`config.mk`:
```
export PLATFORM = sky130hd
export DESIGN_NAME = midi_voice_slot_allocator
export DESIGN_NICKNAME = d
export VERILOG_FILES = /design/src/hw/rtl/mvsa_pkg.sv /design/src/hw/rtl/midi_voice_slot_allocator.sv /design/src/hw/rtl/mvsa_ram.sv
export SDC_FILE = /design/constraint.sdc
export NUM_CORES = 1
export LEC_CHECK = 0
export BUFFER_PORTS_ARGS = -buffer_cell sky130_fd_sc_hd__buf_4
export CORE_UTILIZATION = 32
export DETAILED_ROUTE_END_ITERATION = 10
export PLACE_DENSITY = 0.61
export SYNTH_ARGS = -nofsm -noshare
export SYNTH_HDL_FRONTEND = slang
export SYNTH_SLANG_ARGS = --single-unit
```
`constraint.sdc`:
```
create_clock -name clk -period 4.88 [get_ports clk]
set_input_delay 0.488 -clock clk [delete_from_list [all_inputs] [get_ports clk]]
set_output_delay 0.488 -clock clk [all_outputs]
set_load 0.02 [all_outputs]
```
`src/hw/rtl/mvsa_pkg.sv`:
```
// ----------------------------------------------------------------------------
// mvsa_pkg
// Shared types and constants for the MIDI voice slot allocator.
// ----------------------------------------------------------------------------
package mvsa_pkg;

  localparam int VOICE_SLOTS = 16;
  localparam int SLOT_W      = (VOICE_SLOTS > 1) ? $clog2(VOICE_SLOTS) : 1;
  localparam int NOTE_W      = 7;

  // Register indexes on the configuration port
  localparam logic [1:0] REG_HARM_CHAN   = 2'd0;
  localparam logic [1:0] REG_CTRL_CHAN   = 2'd1;
  localparam logic [1:0] REG_CUR_PRESET  = 2'd2;
  localparam logic [1:0] REG_LEARN_MODE  = 2'd3;
  localparam int         CFG_ADDR_W      = 4;

  // MIDI message types (upper nibble of the status byte)
  localparam logic [3:0] MSG_NOTE_OFF = 4'h8;
  localparam logic [3:0] MSG_NOTE_ON  = 4'h9;
  localparam logic [3:0] MSG_CONTROL  = 4'hB;
  localparam logic [3:0] MSG_PROGRAM  = 4'hC;

  // Program change codes and preset range
  localparam logic [6:0] PROG_STEP_DOWN = 7'd81;
  localparam logic [6:0] PROG_STEP_UP   = 7'd82;
  localparam logic [5:0] PRESET_MIN     = 6'd1;
  localparam logic [5:0] PRESET_MAX     = 6'd60;

  // Event kinds
  localparam logic [2:0] EV_NONE      = 3'd0;
  localparam logic [2:0] EV_VOICE_ON  = 3'd1;
  localparam logic [2:0] EV_VOICE_OFF = 3'd2;
  localparam logic [2:0] EV_PRESET    = 3'd3;
  localparam logic [2:0] EV_CTRL      = 3'd4;
  localparam logic [2:0] EV_LEARN     = 3'd5;

  typedef struct packed {
    logic [7:0] status_byte;
    logic [6:0] data_first;
    logic [6:0] data_second;
  } msg_item_t;

  typedef struct packed {
    logic [2:0]  event_kind;
    logic [3:0]  slot_index;
    logic [6:0]  note_number;
    logic [15:0] gate_mask;
    logic        chord_update;
    logic [5:0]  preset_value;
    logic [6:0]  controller_number;
    logic [6:0]  controller_value;
  } result_item_t;

endpackage

```
`src/hw/rtl/midi_voice_slot_allocator.sv`:
```
// ----------------------------------------------------------------------------
// midi_voice_slot_allocator
// Takes one MIDI message per item, allocates or releases voice slots and
// decodes program change and controller messages into one result item.
// ----------------------------------------------------------------------------
//
//  channel   direction  handshake                 payload
//  --------  ---------  ------------------------  -------------------------
//  message   in         start & !busy             msg_item_t
//  result    out        done (one-cycle strobe)   result_item_t
//  config    in         APB: psel&penable&pwrite  4 regs at paddr 4*i
//
//  Timing: a note-on, program change, controller or ignored message gives
//  its result in the cycle after it is taken. A release scans the note RAM
//  one slot per cycle through its single read port and stops at the first
//  active slot holding the note, or at the last slot if none holds it.
//  Reset clears the active/gate bits and the config registers at once; the
//  note RAM needs no clearing since only active slots are read.
//  The receiver cannot stall: each result is shown for exactly one cycle.
//
module midi_voice_slot_allocator
  import mvsa_pkg::*;
(
  input  logic                  clk,
  input  logic                  rst,
  // message channel
  input  logic                  start,
  output logic                  busy,
  input  msg_item_t             message,
  // result channel
  output logic                  done,
  output result_item_t          result,
  // configuration port
  input  logic                  psel,
  input  logic                  penable,
  input  logic                  pwrite,
  input  logic [CFG_ADDR_W-1:0] paddr,
  input  logic [31:0]           pwdata,
  output logic [31:0]           prdata,
  output logic                  pready
);

  typedef enum logic [1:0] {
    ST_IDLE = 2'b01,
    ST_SCAN = 2'b10
  } state_t;

  localparam logic [SLOT_W-1:0] SLOT_LAST = SLOT_W'(VOICE_SLOTS - 1);

  // Configuration registers
  logic [3:0] harm_chan;
  logic [3:0] ctrl_chan;
  logic [5:0] cur_preset;
  logic       learn_mode;

  // Control state
  state_t                 state, state_next;
  logic [SLOT_W-1:0]      scan_idx, scan_idx_next;
  logic [NOTE_W-1:0]      note_key, note_key_next;
  logic [VOICE_SLOTS-1:0] active, active_next;   // active == gate for every slot
  logic                   done_next;
  result_item_t           result_next;

  // Note RAM ports
  logic                   ram_we;
  logic [SLOT_W-1:0]      ram_waddr;
  logic [NOTE_W-1:0]      ram_wdata;
  logic [SLOT_W-1:0]      ram_raddr;
  logic [NOTE_W-1:0]      ram_rdata;

  // Decode
  logic [3:0]             msg_type;
  logic [3:0]             msg_chan;
  logic                   accept;
  logic                   is_on, is_off, is_prog, is_ctrl, is_note;
  logic                   free_found;
  logic [SLOT_W-1:0]      free_idx;
  logic                   scan_hit;
  logic [5:0]             preset_dn;
  logic [5:0]             preset_up;
  logic                   cfg_wr;
  result_item_t           res;
  logic                   load;

  assign pready = 1'b1;
  assign cfg_wr = psel && penable && pwrite;
  assign busy   = (state != ST_IDLE);
  assign accept = start && (state == ST_IDLE);

  // --------------------------------------------------------------------------
  // Configuration registers
  // --------------------------------------------------------------------------
  always_ff @(posedge clk) begin
    if (rst) begin
      harm_chan  <= 4'd0;
      ctrl_chan  <= 4'd0;
      cur_preset <= PRESET_MIN;
      learn_mode <= 1'b0;
    end else if (cfg_wr) begin
      case (paddr[3:2])
        REG_HARM_CHAN:  harm_chan  <= pwdata[3:0];
        REG_CTRL_CHAN:  ctrl_chan  <= pwdata[3:0];
        REG_CUR_PRESET: cur_preset <= pwdata[5:0];
        REG_LEARN_MODE: learn_mode <= pwdata[0];
        default: ;
      endcase
    end
  end

  always_comb begin
    case (paddr[3:2])
      REG_HARM_CHAN:  prdata = {28'd0, harm_chan};
      REG_CTRL_CHAN:  prdata = {28'd0, ctrl_chan};
      REG_CUR_PRESET: prdata = {26'd0, cur_preset};
      REG_LEARN_MODE: prdata = {31'd0, learn_mode};
      default:        prdata = 32'd0;
    endcase
  end

  // --------------------------------------------------------------------------
  // Note store: one entry per slot, read during release scans
  // --------------------------------------------------------------------------
  mvsa_ram #(
    .WIDTH (NOTE_W),
    .DEPTH (VOICE_SLOTS)
  ) u_note_ram (
    .clk   (clk),
    .we    (ram_we),
    .waddr (ram_waddr),
    .wdata (ram_wdata),
    .raddr (ram_raddr),
    .rdata (ram_rdata)
  );

  // Read slot 0 while idle so its note is ready on the first scan cycle;
  // during the scan, prefetch the next slot.
  assign ram_raddr = (state == ST_SCAN) ? scan_idx + SLOT_W'(1) : '0;

  // --------------------------------------------------------------------------
  // Message decode
  // --------------------------------------------------------------------------
  always_comb begin
    msg_type = message.status_byte[7:4];
    msg_chan = message.status_byte[3:0];
    is_note  = ((msg_type == MSG_NOTE_ON) || (msg_type == MSG_NOTE_OFF)) &&
               (msg_chan == harm_chan);
    is_on    = is_note && (msg_type == MSG_NOTE_ON) && (message.data_second != 7'd0);
    is_off   = is_note && !is_on;
    is_prog  = (msg_type == MSG_PROGRAM) && (msg_chan == ctrl_chan);
    is_ctrl  = (msg_type == MSG_CONTROL) && (msg_chan == ctrl_chan);
    preset_dn = cur_preset - 6'd1;
    preset_up = cur_preset + 6'd1;
  end

  // First free slot: lowest index wins
  always_comb begin
    free_found = 1'b0;
    free_idx   = '0;
    for (int i = VOICE_SLOTS - 1; i >= 0; i--) begin
      if (!active[i]) begin
        free_found = 1'b1;
        free_idx   = SLOT_W'(i);
      end
    end
  end

  // Registered RAM data belongs to scan_idx while scanning
  assign scan_hit = active[scan_idx] && (ram_rdata == note_key);

  // --------------------------------------------------------------------------
  // Next-state logic
  // --------------------------------------------------------------------------
  always_comb begin
    state_next    = state;
    scan_idx_next = scan_idx;
    note_key_next = note_key;
    active_next   = active;
    ram_we        = 1'b0;
    ram_waddr     = free_idx;
    ram_wdata     = message.data_first;
    res           = '0;
    load          = 1'b0;

    case (state)
      ST_IDLE: begin
        if (accept) begin
          if (is_off) begin
            // Hand off to the release scan; no result yet
            note_key_next = message.data_first;
            scan_idx_next = '0;
            state_next    = ST_SCAN;
          end else begin
            load = 1'b1;
            if (is_on) begin
              if (free_found) begin
                ram_we                = 1'b1;
                active_next[free_idx] = 1'b1;
                res.event_kind        = EV_VOICE_ON;
                res.slot_index        = 4'(free_idx);
                res.note_number       = message.data_first;
                res.chord_update      = 1'b1;
              end
            end else if (is_prog) begin
              if ((message.data_first >= 7'(PRESET_MIN)) &&
                  (message.data_first <= 7'(PRESET_MAX))) begin
                res.event_kind   = EV_PRESET;
                res.preset_value = message.data_first[5:0];
              end else if ((message.data_first == PROG_STEP_DOWN) &&
                           (cur_preset > PRESET_MIN)) begin
                // Clamp when the register holds a value above the range
                res.event_kind   = EV_PRESET;
                res.preset_value = (preset_dn > PRESET_MAX) ? PRESET_MAX : preset_dn;
              end else if ((message.data_first == PROG_STEP_UP) &&
                           (cur_preset < PRESET_MAX)) begin
                res.event_kind   = EV_PRESET;
                res.preset_value = preset_up;
              end
            end else if (is_ctrl) begin
              res.controller_number = message.data_first;
              if (learn_mode) begin
                res.event_kind = EV_LEARN;
              end else begin
                res.event_kind       = EV_CTRL;
                res.controller_value = message.data_second;
              end
            end
          end
        end
      end

      ST_SCAN: begin
        if (scan_hit) begin
          active_next[scan_idx] = 1'b0;
          res.event_kind        = EV_VOICE_OFF;
          res.slot_index        = 4'(scan_idx);
          res.note_number       = note_key;
          load                  = 1'b1;
          state_next            = ST_IDLE;
        end else if (scan_idx == SLOT_LAST) begin
          // Note not held: report an EV_NONE result
          load       = 1'b1;
          state_next = ST_IDLE;
        end else begin
          scan_idx_next = scan_idx + SLOT_W'(1);
        end
      end

      default: begin
        state_next = ST_IDLE;
      end
    endcase

    res.gate_mask = 16'(active_next);
    done_next     = load;
    result_next   = load ? res : result;
  end

  // --------------------------------------------------------------------------
  // Registers
  // --------------------------------------------------------------------------
  always_ff @(posedge clk) begin
    if (rst) begin
      state  <= ST_IDLE;
      active <= '0;
      done   <= 1'b0;
    end else begin
      state  <= state_next;
      active <= active_next;
      done   <= done_next;
    end
  end

  // Payload registers: no reset needed
  always_ff @(posedge clk) begin
    scan_idx <= scan_idx_next;
    note_key <= note_key_next;
    result   <= result_next;
  end

endmodule

```
`src/hw/rtl/mvsa_ram.sv`:
```
// ----------------------------------------------------------------------------
// mvsa_ram
// Generic single-write, single-read RAM with registered read data.
// ----------------------------------------------------------------------------
module mvsa_ram #(
  parameter int WIDTH = 8,
  parameter int DEPTH = 16
) (
  input  logic                                          clk,
  input  logic                                          we,
  input  logic [((DEPTH > 1) ? $clog2(DEPTH) : 1)-1:0]  waddr,
  input  logic [WIDTH-1:0]                              wdata,
  input  logic [((DEPTH > 1) ? $clog2(DEPTH) : 1)-1:0]  raddr,
  output logic [WIDTH-1:0]                              rdata
);

  logic [WIDTH-1:0] mem [DEPTH];

  always_ff @(posedge clk) begin
    if (we) begin
      mem[waddr] <= wdata;
    end
    rdata <= mem[raddr];
  end

endmodule

```
==> results of run 1 <==
==> state kept, by name (all words and copies together), names as in the netlist, 6 cells and up <==
signal            flops
u_note_ram.mem      112
result               51
active               16
note_key              7
u_note_ram.rdata      7
cur_preset            6
==> worst max-delay path, stage by stage, from the launching register on <==
cell      delay [ns]
edfxtp_1        0.35
clkinv_1        0.28
ha_1            0.72
nand2_1         0.60
a211oi_1        0.52
a311oi_1        0.12
a31oi_1         0.33
a21oi_1         0.15
==> kinds of logic after synthesis <==
kind of cell | count (synthesis)
AND/OR/NAND/NOR | 276
XOR/XNOR | 22
flip-flops | 215
buffers and inverters | 88
adder cells (fa/ha/maj) | 10
AO/OA/AOI/OAI | 154
other | 2
multiplexers | 39
==> worst paths after layout <==
| check | to | slack, ns | startpoint | depth (start not counted) |
|---|---|---|---|---|
| worst min-delay path | cur_preset[4] | 0.22 | pwdata[4] | 3 |
| worst max register to register | u_note_ram.rdata[1] | 1.64 | scan_idx[0] | 7 |
| worst max-delay path | u_note_ram.rdata[1] | 1.64 | scan_idx[0] | 7 |
| worst min register to register | state[0] | 0.54 | state[0] | 2 |
==> cells in the mapped netlist (all sizes together) (10+ instances only) <==
master and instances:
edfxtp 174, nand2 86, nor2 51, dfxtp 41, buf 34, clkbuf 34, nand3 32, a21oi 30
and2 28, mux2i 26, o21ai 20, inv 18, xor2 16, a31oi 15, nor3 15, a211oi 14
mux4 13, nor2b 13, ha 10, nand4 10, nor4 10
==> layout by cell type (no fill, tap or decap), types with 15 or more instances in the layout <==
master / count
edfxtp_1: 174
buf_4: 100
nand2_1: 86
nor2_1: 51
dfxtp_1: 41
nand3_1: 32
a21oi_1: 28
and2_1: 28
conb_1: 27
mux2i_1: 26
clkbuf_16: 24
o21ai_0: 19
inv_1: 17
xor2_1: 16
a31oi_1: 15
==> metrics by stage <==
stage	util	total power, mW
final	0.3869	3.926
after global routing	0.3869	4.043
after global placement	0.3613	2.219
after floorplan	-	2.145
after CTS	0.3869	3.959
after detailed placement	0.3613	2.220
==> power breakdown <==
group / leakage, nW / switching, mW / internal [mW]
clock: 0.374 / 0.728 / 1.02
combinational: 1.88 / 0.115 / 0.0581
sequential: 1.95 / 0.0103 / 2.00
total: 4.21 / 0.854 / 3.07
==> routing by layer <==
| layer | vias up | track usage |
|---|---|---|
| met5 | - | 0 |
| met4 | 0 | 0.04418 |
| met3 | 37 | 0.02642 |
| met2 | 247 | 0.2472 |
| met1 | 3227 | 0.2168 |
| li1 | 3138 | - |
==> layout make-up <==
cell class,count,share of cell area
multi-input combinational,528,0.2970
tap,390,0.04222
clock buffer,36,0.05845
clock inverter,8,0.007794
inverter,20,0.006495
timing repair buffer,100,0.06495
sequential,215,0.5231
==> results.cfg, run 1 <==
[synthesis]
synth_top_area_cell = edfxtp_1
synth_mux_area_frac = 0.05632
synth_top_family_by_area = simple AND/OR/NAND/NOR gates
synthAdderAreaFrac = 0.01274
async_flop_share = 0
yosys_most_used_dff = edfxtp_1
synth_area_per_cell_um2 = 12.18
yosysWarningCount = 0
synth-edff-count = 174
synth-compound-area-share = 0.1089
synth.distinct_cells = 69
synth_cells = 806
yosys.area_share.xor_xnor = 0.01962
synth_seq_cells = 215
synth_top_area_frac = 0.5321
synth-seq-area-share = 0.6157
syn_area_um2 = 9819
synth.area.top_cells = edfxtp_1 53%, dfxtp_1 8.4%, nand2_1 3.3%
yosys.area_share.simple = 0.1405

[timing]
rsz0062_at_grt = false
whs_ns = 0.2212
worst_pin_slew_ns = 1.074
fmax_mhz = 308.3
maxSlewHeadroom = 0.2786
hold_viol = 0
fin_crit_ns = 3.243
drv_slew = 0
final-setup-viol-count = 0
setup_slack_ns = 1.637
fin_tns_setup_ns = 0
finalCritPeriodShare = 0.6646
skew_ns = 0.01246

[placed_design]
dp_hpwl_um = 16460
placedInstanceArea_um2 = 10790
dp_worst_setup_slack_ns = 1.461
port_buffers = 94
numPlacedInstances = 1253
place_congestion = 0.9110

[cells_and_area]
stdcell_count = 1297
regArea_um2 = 6046
drive_above_1_share = 0.1786
fillerInstances = 2843
nets = 963
multi_input_area_um2 = 3433
diodes = 0
area.growth.synth_to_final_pct = 17.71
fin_area_um2 = 11560

[detailed_routing]
wl_met3_um = 1625
ant_nets = 0
route.detailed.drc = 0
m1WireLength_um = 11130
avgViaCountPerCell = 5.126
vias = 6649
wl_per_cell_um = 18.77
dr.pass1.iters = 5
wirelength_um = 24350
met2_length_um = 11090
top_layer = met4
drt-initial-drc-count = 618

[global_routing]
overflow = 0
grt_first_pass_wirelength_um = 37510
antenna_found_initial = 0
grt_pass1_vias = 6522
grt_max_degree = 37
track_usage = 0.1556

[outcome]
outcome = finished, final reports clean

[run]
max_cap_viol_count = 0

[floorplan]
pin_count = 150
num_rows = 63
die_h_um = 177.2
core_area_um2 = 29870
die_w_um = 177.2
dieArea_um2 = 31390
start_util = 0.3287

[clocking]
numCtsBuffers = 24
cts_tree = done
path_clk_slew_ns = 0.06
clkSinkCount = 215
cts_buffer_depth = 3
ctsHoldBuffers = 0
cts_resized = 0
postCtsSetupRepairBufs = 0
h-tree-depth = 1
root_buffer = clkbuf_16
clock_latency_ns = 0.52

[critical_path]
cp-end-kind = flop
cp_max_fo = 22
worstPathRequired_ns = 5.25
start_kind = flop
cp_data_arrival_time_ns = 3.61
worstSetupPathType = reg2reg

[power_and_ir_drop]
vdd_ir_drop_max_mv = 0.2301
powerDensity_nw_per_um2 = 339.7
leakage_nw = 4.205

[worst_hold_path]
hold_class = in2reg
(Power assumes the default switching activity.)
==> run 2: changes to the inputs <==
- PLACE_DENSITY: 0.61 -> 0.63
- clock period: 4.88 -> 2.8 ns (I/O delays scaled with it)
==> run 2 against run 1 <==
- final area is 4.8% higher
- non-clock buffer count is 55 higher
- flip-flop and latch count stayed put
- register-to-register slack worse by 1.5 ns
- clock skew is 0.0061 ns higher
- die area stayed put
- cell count is 4.2% higher
- sequential power is 74% higher
- sequential share of layout area is 2.4 points lower
- global-route usage is 0.12 points higher
- critical path depth stayed put
- critical path type unchanged
==> results.cfg, run 2 (synthesis gave the netlist of run 1 again) <==
[cells_and_area]
largest_register = u_note_ram.mem
multi_input_area_um2 = 3442
top_regs = u_note_ram.mem: 112 flops, result: 51 flops, active: 16 flops
area.growth.synth_to_final_pct = 23.32
regArea_um2 = 6046
largest_reg_flops = 112
layout_common_cells = 174 x edfxtp_1, 151 x buf_4, 86 x nand2_1
diodes = 0
drive_above_1_share = 0.2279
fillerInstances = 2826
nets = 1018
final_common_cell = edfxtp_1
final_util = 0.4053

[critical_path]
worstSetupPathType = reg2reg
cp_data_arrival_time_ns = 3.03
worstPathRequired_ns = 3.18
rrSetupSlack_ns = 0.15
cp_max_fo = 9
cp-end-kind = flop
start_kind = flop

[detailed_routing]
vias = 6825
route.detailed.drc = 0
wl_per_cell_um = 17.99
drt-initial-drc-count = 477
wirelength_um = 24310
avgViaCountPerCell = 5.052
dr.pass1.iters = 5
ant_nets = 0

[clocking]
postCtsSetupRepairBufs = 0
root_buffer = clkbuf_16
cts_buffer_depth = 3
path_clk_slew_ns = 0.06
numCtsBuffers = 24
clock_latency_ns = 0.52
h-tree-depth = 1
cts_tree = done
clkSinkCount = 215

[global_routing]
track_usage = 0.1567
overflow = 0
grt_pass1_vias = 6664
grt_max_degree = 30
grt_first_pass_wirelength_um = 37930
antenna_found_initial = 0

[placed_design]
dp_hpwl_um = 17480
place_congestion = 0.9249
dp_worst_setup_slack_ns = 0.05751
port_buffers = 94

[run]
max_cap_viol_count = 0

[power_and_ir_drop]
p_seq_frac = 0.483
power_frac_comb = 0.045
clkPwrFrac = 0.472
switching_share = 0.2028
power.internal_mw = 5.767
powerDensity_nw_per_um2 = 597.5
netSwitchingPower_mw = 1.468
vdd_ir_drop_max_mv = 0.3591
leakage_nw = 4.540

[timing]
final-setup-viol-count = 0
hold_viol = 0
fin_tns_setup_ns = 0
maxSlewHeadroom = 0.4493
whs_ns = 0.03864
rsz0062_at_grt = false
worst_pin_slew_ns = 0.8198
finalCritPeriodShare = 0.9480
drv_slew = 0
fmax_mhz = 376.8
setup_slack_ns = 0.1457
skew_ns = 0.01857
fin_crit_ns = 2.654

[floorplan]
die_w_um = 177.2
start_util = 0.3287
die_h_um = 177.2
num_rows = 63
core_area_um2 = 29870
pin_count = 150
dieArea_um2 = 31390

[outcome]
outcome = finished, final reports clean

[worst_hold_path]
hold_class = in2reg
==> run 2: worst paths after layout <==
kind / from / end / cells after the start
worst max register to register: harm_chan[3] / result[38] / 7
worst max-delay path: harm_chan[3] / result[38] / 7
worst min register to register: state[0] / state[0] / 2
worst min-delay path: pwdata[3] / harm_chan[3] / 3
==> run 2: area by class of cell <==
type | instances | share of cell area
clock buffer | 27 | 0.05228
clock inverter | 16 | 0.01912
inverter | 20 | 0.006200
multi-input combinational | 528 | 0.2843
sequential | 215 | 0.4993
tap | 390 | 0.04030
timing repair buffer | 155 | 0.09857
==> run 2: worst max-delay path, cell delays in order, from the launching register on <==
cell     delay, ns
dfxtp_1       0.33
xor2_1        0.17
nor4_2        0.43
or4b_1        0.65
buf_4         0.25
nor3_4        0.29
buf_4         0.24
a22o_1        0.16
==> run 2: routing by layer <==
layer / track usage / part of all wire / up-vias
met5: 0 / 0 / -
met4: 0.04490 / 0.025 / 0
met3: 0.02942 / 0.069 / 42
met2: 0.2531 / 0.46 / 257
met1: 0.2133 / 0.44 / 3278
li1: - / - / 3248
==> run 2: power groups by stage <==
stage               clock, mW  sequential (mW)  combinational (mW)
floorplan                   0             3.60               0.136
global placement            0             3.57               0.320
detailed placement          0             3.56               0.325
CTS                      3.47             3.50               0.328
global route             3.58             3.50               0.349
finish                   3.41             3.50               0.325
==> run 2: through the flow <==
stage	std cells	total power, mW	instance area (µm²)
floorplan	831	3.737	9925
global placement	1306	3.885	11220
detailed placement	1306	3.889	11220
CTS	1351	7.299	12100
global route	1351	7.428	12110
finish	1351	7.235	12110
==> run 2: timing repair <==
action / in CTS / in global routing
resized for setup: 0 / 2
hold buffers: 2 / 0
endpoints found under the setup margin: 0 / 16
endpoints found under the hold margin: 2 / 0
==> run 3: changes to the inputs <==
--- a/config.mk
+++ b/config.mk
@@ -6,8 +6,8 @@
 export NUM_CORES = 1
 export LEC_CHECK = 0
-export BUFFER_PORTS_ARGS = -buffer_cell sky130_fd_sc_hd__buf_4
 export CORE_UTILIZATION = 32
 export DETAILED_ROUTE_END_ITERATION = 10
-export PLACE_DENSITY = 0.63
+export DONT_BUFFER_PORTS = 1
+export PLACE_DENSITY = 0.58
 export SYNTH_ARGS = -nofsm -noshare
 export SYNTH_HDL_FRONTEND = slang
==> constraint.sdc (replaced) <==
create_clock -name clk -period 2.8 [get_ports clk]
set_input_delay 0.56 -clock clk [delete_from_list [all_inputs] [get_ports clk]]
set_output_delay 0.56 -clock clk [all_outputs]
set_load 0.02 [all_outputs]
==> run 3 against run 2 <==
- wire length is 2.0% lower
- first-iteration DRC count is 4.2% lower
- hold slack better by 0.060 ns
- total power is 8.6% lower
- core utilization is 3.0 points lower
- worst setup slack better by 0.0069 ns
==> results.cfg, run 3 (synthesis gave the netlist of run 1 again) <==
[outcome]
outcome = finished, final reports clean

[clocking]
root_buffer = clkbuf_16
numCtsBuffers = 24
cts_tree = done
h-tree-depth = 1
postCtsSetupRepairBufs = 0
clock_latency_ns = 0.52
cts_resized = 0
clkSinkCount = 215
path_clk_slew_ns = 0.06
ctsHoldBuffers = 0
cts_buffer_depth = 3

[timing]
fin_tns_setup_ns = 0
whs_ns = 0.09825
worst_pin_slew_ns = 0.7995
drv_slew = 0
fin_crit_ns = 2.647
maxSlewHeadroom = 0.4629
hold_viol = 0
final-setup-viol-count = 0
fmax_mhz = 377.7
rsz0062_at_grt = false
setup_slack_ns = 0.1527
skew_ns = 0.01267
finalCritPeriodShare = 0.9455

[critical_path]
worst_path_dominant_cell_family = multiplexers
worstPathRequired_ns = 3.07
timing.critical_path.buf_inv = 0
start_kind = flop
cp_max_fo = 11
r2r.worst_path.cells = 5
cp-end-kind = flop
cp_slowest_cell = mux4_2
slowest_delay_ns = 0.58
worstSetupPathType = reg2reg
cp_common_cell = mux4_2
cp_data_arrival_time_ns = 2.92
crit_path_cell_trace = mux4_2, mux4_2, nand4_1, nor2_1, a22o_1
cp_num_cells = 5

[placed_design]
dp_worst_setup_slack_ns = -0.08283
dp_hpwl_um = 16470
port_buffers = 0
numPlacedInstances = 1209
place_congestion = 0.9032

[global_routing]
grt_pass1_vias = 6257
track_usage = 0.1523
overflow = 0
grt_first_pass_wirelength_um = 36740
grt_max_degree = 53
antenna_found_initial = 0

[cells_and_area]
top_regs = u_note_ram.mem: 112 flops, result: 51 flops, active: 16 flops
final_common_cell = edfxtp_1
multi_input_area_um2 = 3437
nets = 919
stdcell_count = 1253
diodes = 0
area.growth.synth_to_final_pct = 14.17
largest_reg_flops = 112
drive_above_1_share = 0.1344
largest_register = u_note_ram.mem
layout_common_cells = 174 x edfxtp_1, 86 x nand2_1, 55 x buf_4
fillerInstances = 2872
regArea_um2 = 6046

[detailed_routing]
wirelength_um = 23830
vias = 6449
ant_nets = 0
drt-initial-drc-count = 457
route.detailed.drc = 0
avgViaCountPerCell = 5.147
dr.pass1.iters = 5
wl_per_cell_um = 19.02

[power_and_ir_drop]
total_power_mw = 6.612
vdd_ir_drop_max_mv = 0.3164
powerDensity_nw_per_um2 = 589.7
leakage_nw = 3.979

[floorplan]
pin_count = 150
dieArea_um2 = 31390
start_util = 0.3287
core_area_um2 = 29870
die_h_um = 177.2
num_rows = 63
die_w_um = 177.2

[worst_hold_path]
hold_depth = 1
hold_class = in2reg

[run]
max_cap_viol_count = 0
## run 3: cell count changes in the layout (fill, tap and decap cells not counted), moves of 2 or more
cell           change
bufinv_16          -5
clkbuf_1           +8
buf_4             -96
dlygate4sd3_1      -2
## run 3: worst register-to-register path, cell delays in order, from the launching register on
cell and delay, ns:
edfxtp_1 0.56, mux4_2 0.58, mux4_2 0.52, nand4_1 0.22
nor2_1 0.22, a22o_1 0.29
## run 3: cell type report
cell class / count / share of cell area
clock buffer: 35 / 0.05915
clock inverter: 9 / 0.006138
inverter: 20 / 0.006696
multi-input combinational: 528 / 0.3066
sequential: 215 / 0.5393
tap: 390 / 0.04353
timing repair buffer: 56 / 0.03862
## run 3: path summary, 6_finish.rpt
| check | slack (ns) | start | to |
|---|---|---|---|
| max | 0.15 | scan_idx[0] | result[45] |
| min | 0.1 | rst | active[10] |
| max reg2reg | 0.15 | scan_idx[0] | result[45] |
| min reg2reg | 0.53 | state[0] | state[0] |
## run 3: metrics by stage
step / utilization / instance area [µm²]
final: 0.3753 / 11210
after global placement: 0.3506 / 10480
after detailed placement: 0.3506 / 10480
after CTS: 0.3751 / 11210
after floorplan: - / 9925
after global routing: 0.3753 / 11210
## run 3: layer usage
layer | GRT usage | vias to the layer above | wire length (µm) | part of all wire
met5 | 0 | - | 0 | 0
met4 | 0.05568 | 0 | 734 | 0.031
met3 | 0.03393 | 46 | 1814 | 0.076
met2 | 0.2349 | 251 | 10760 | 0.45
met1 | 0.2086 | 3095 | 10520 | 0.44
li1 | - | 3057 | - | -
## run 3: power by group
group	switching (mW)	internal [mW]
combinational	0.0883	0.0359
sequential	0.0610	3.48
clock	1.21	1.73
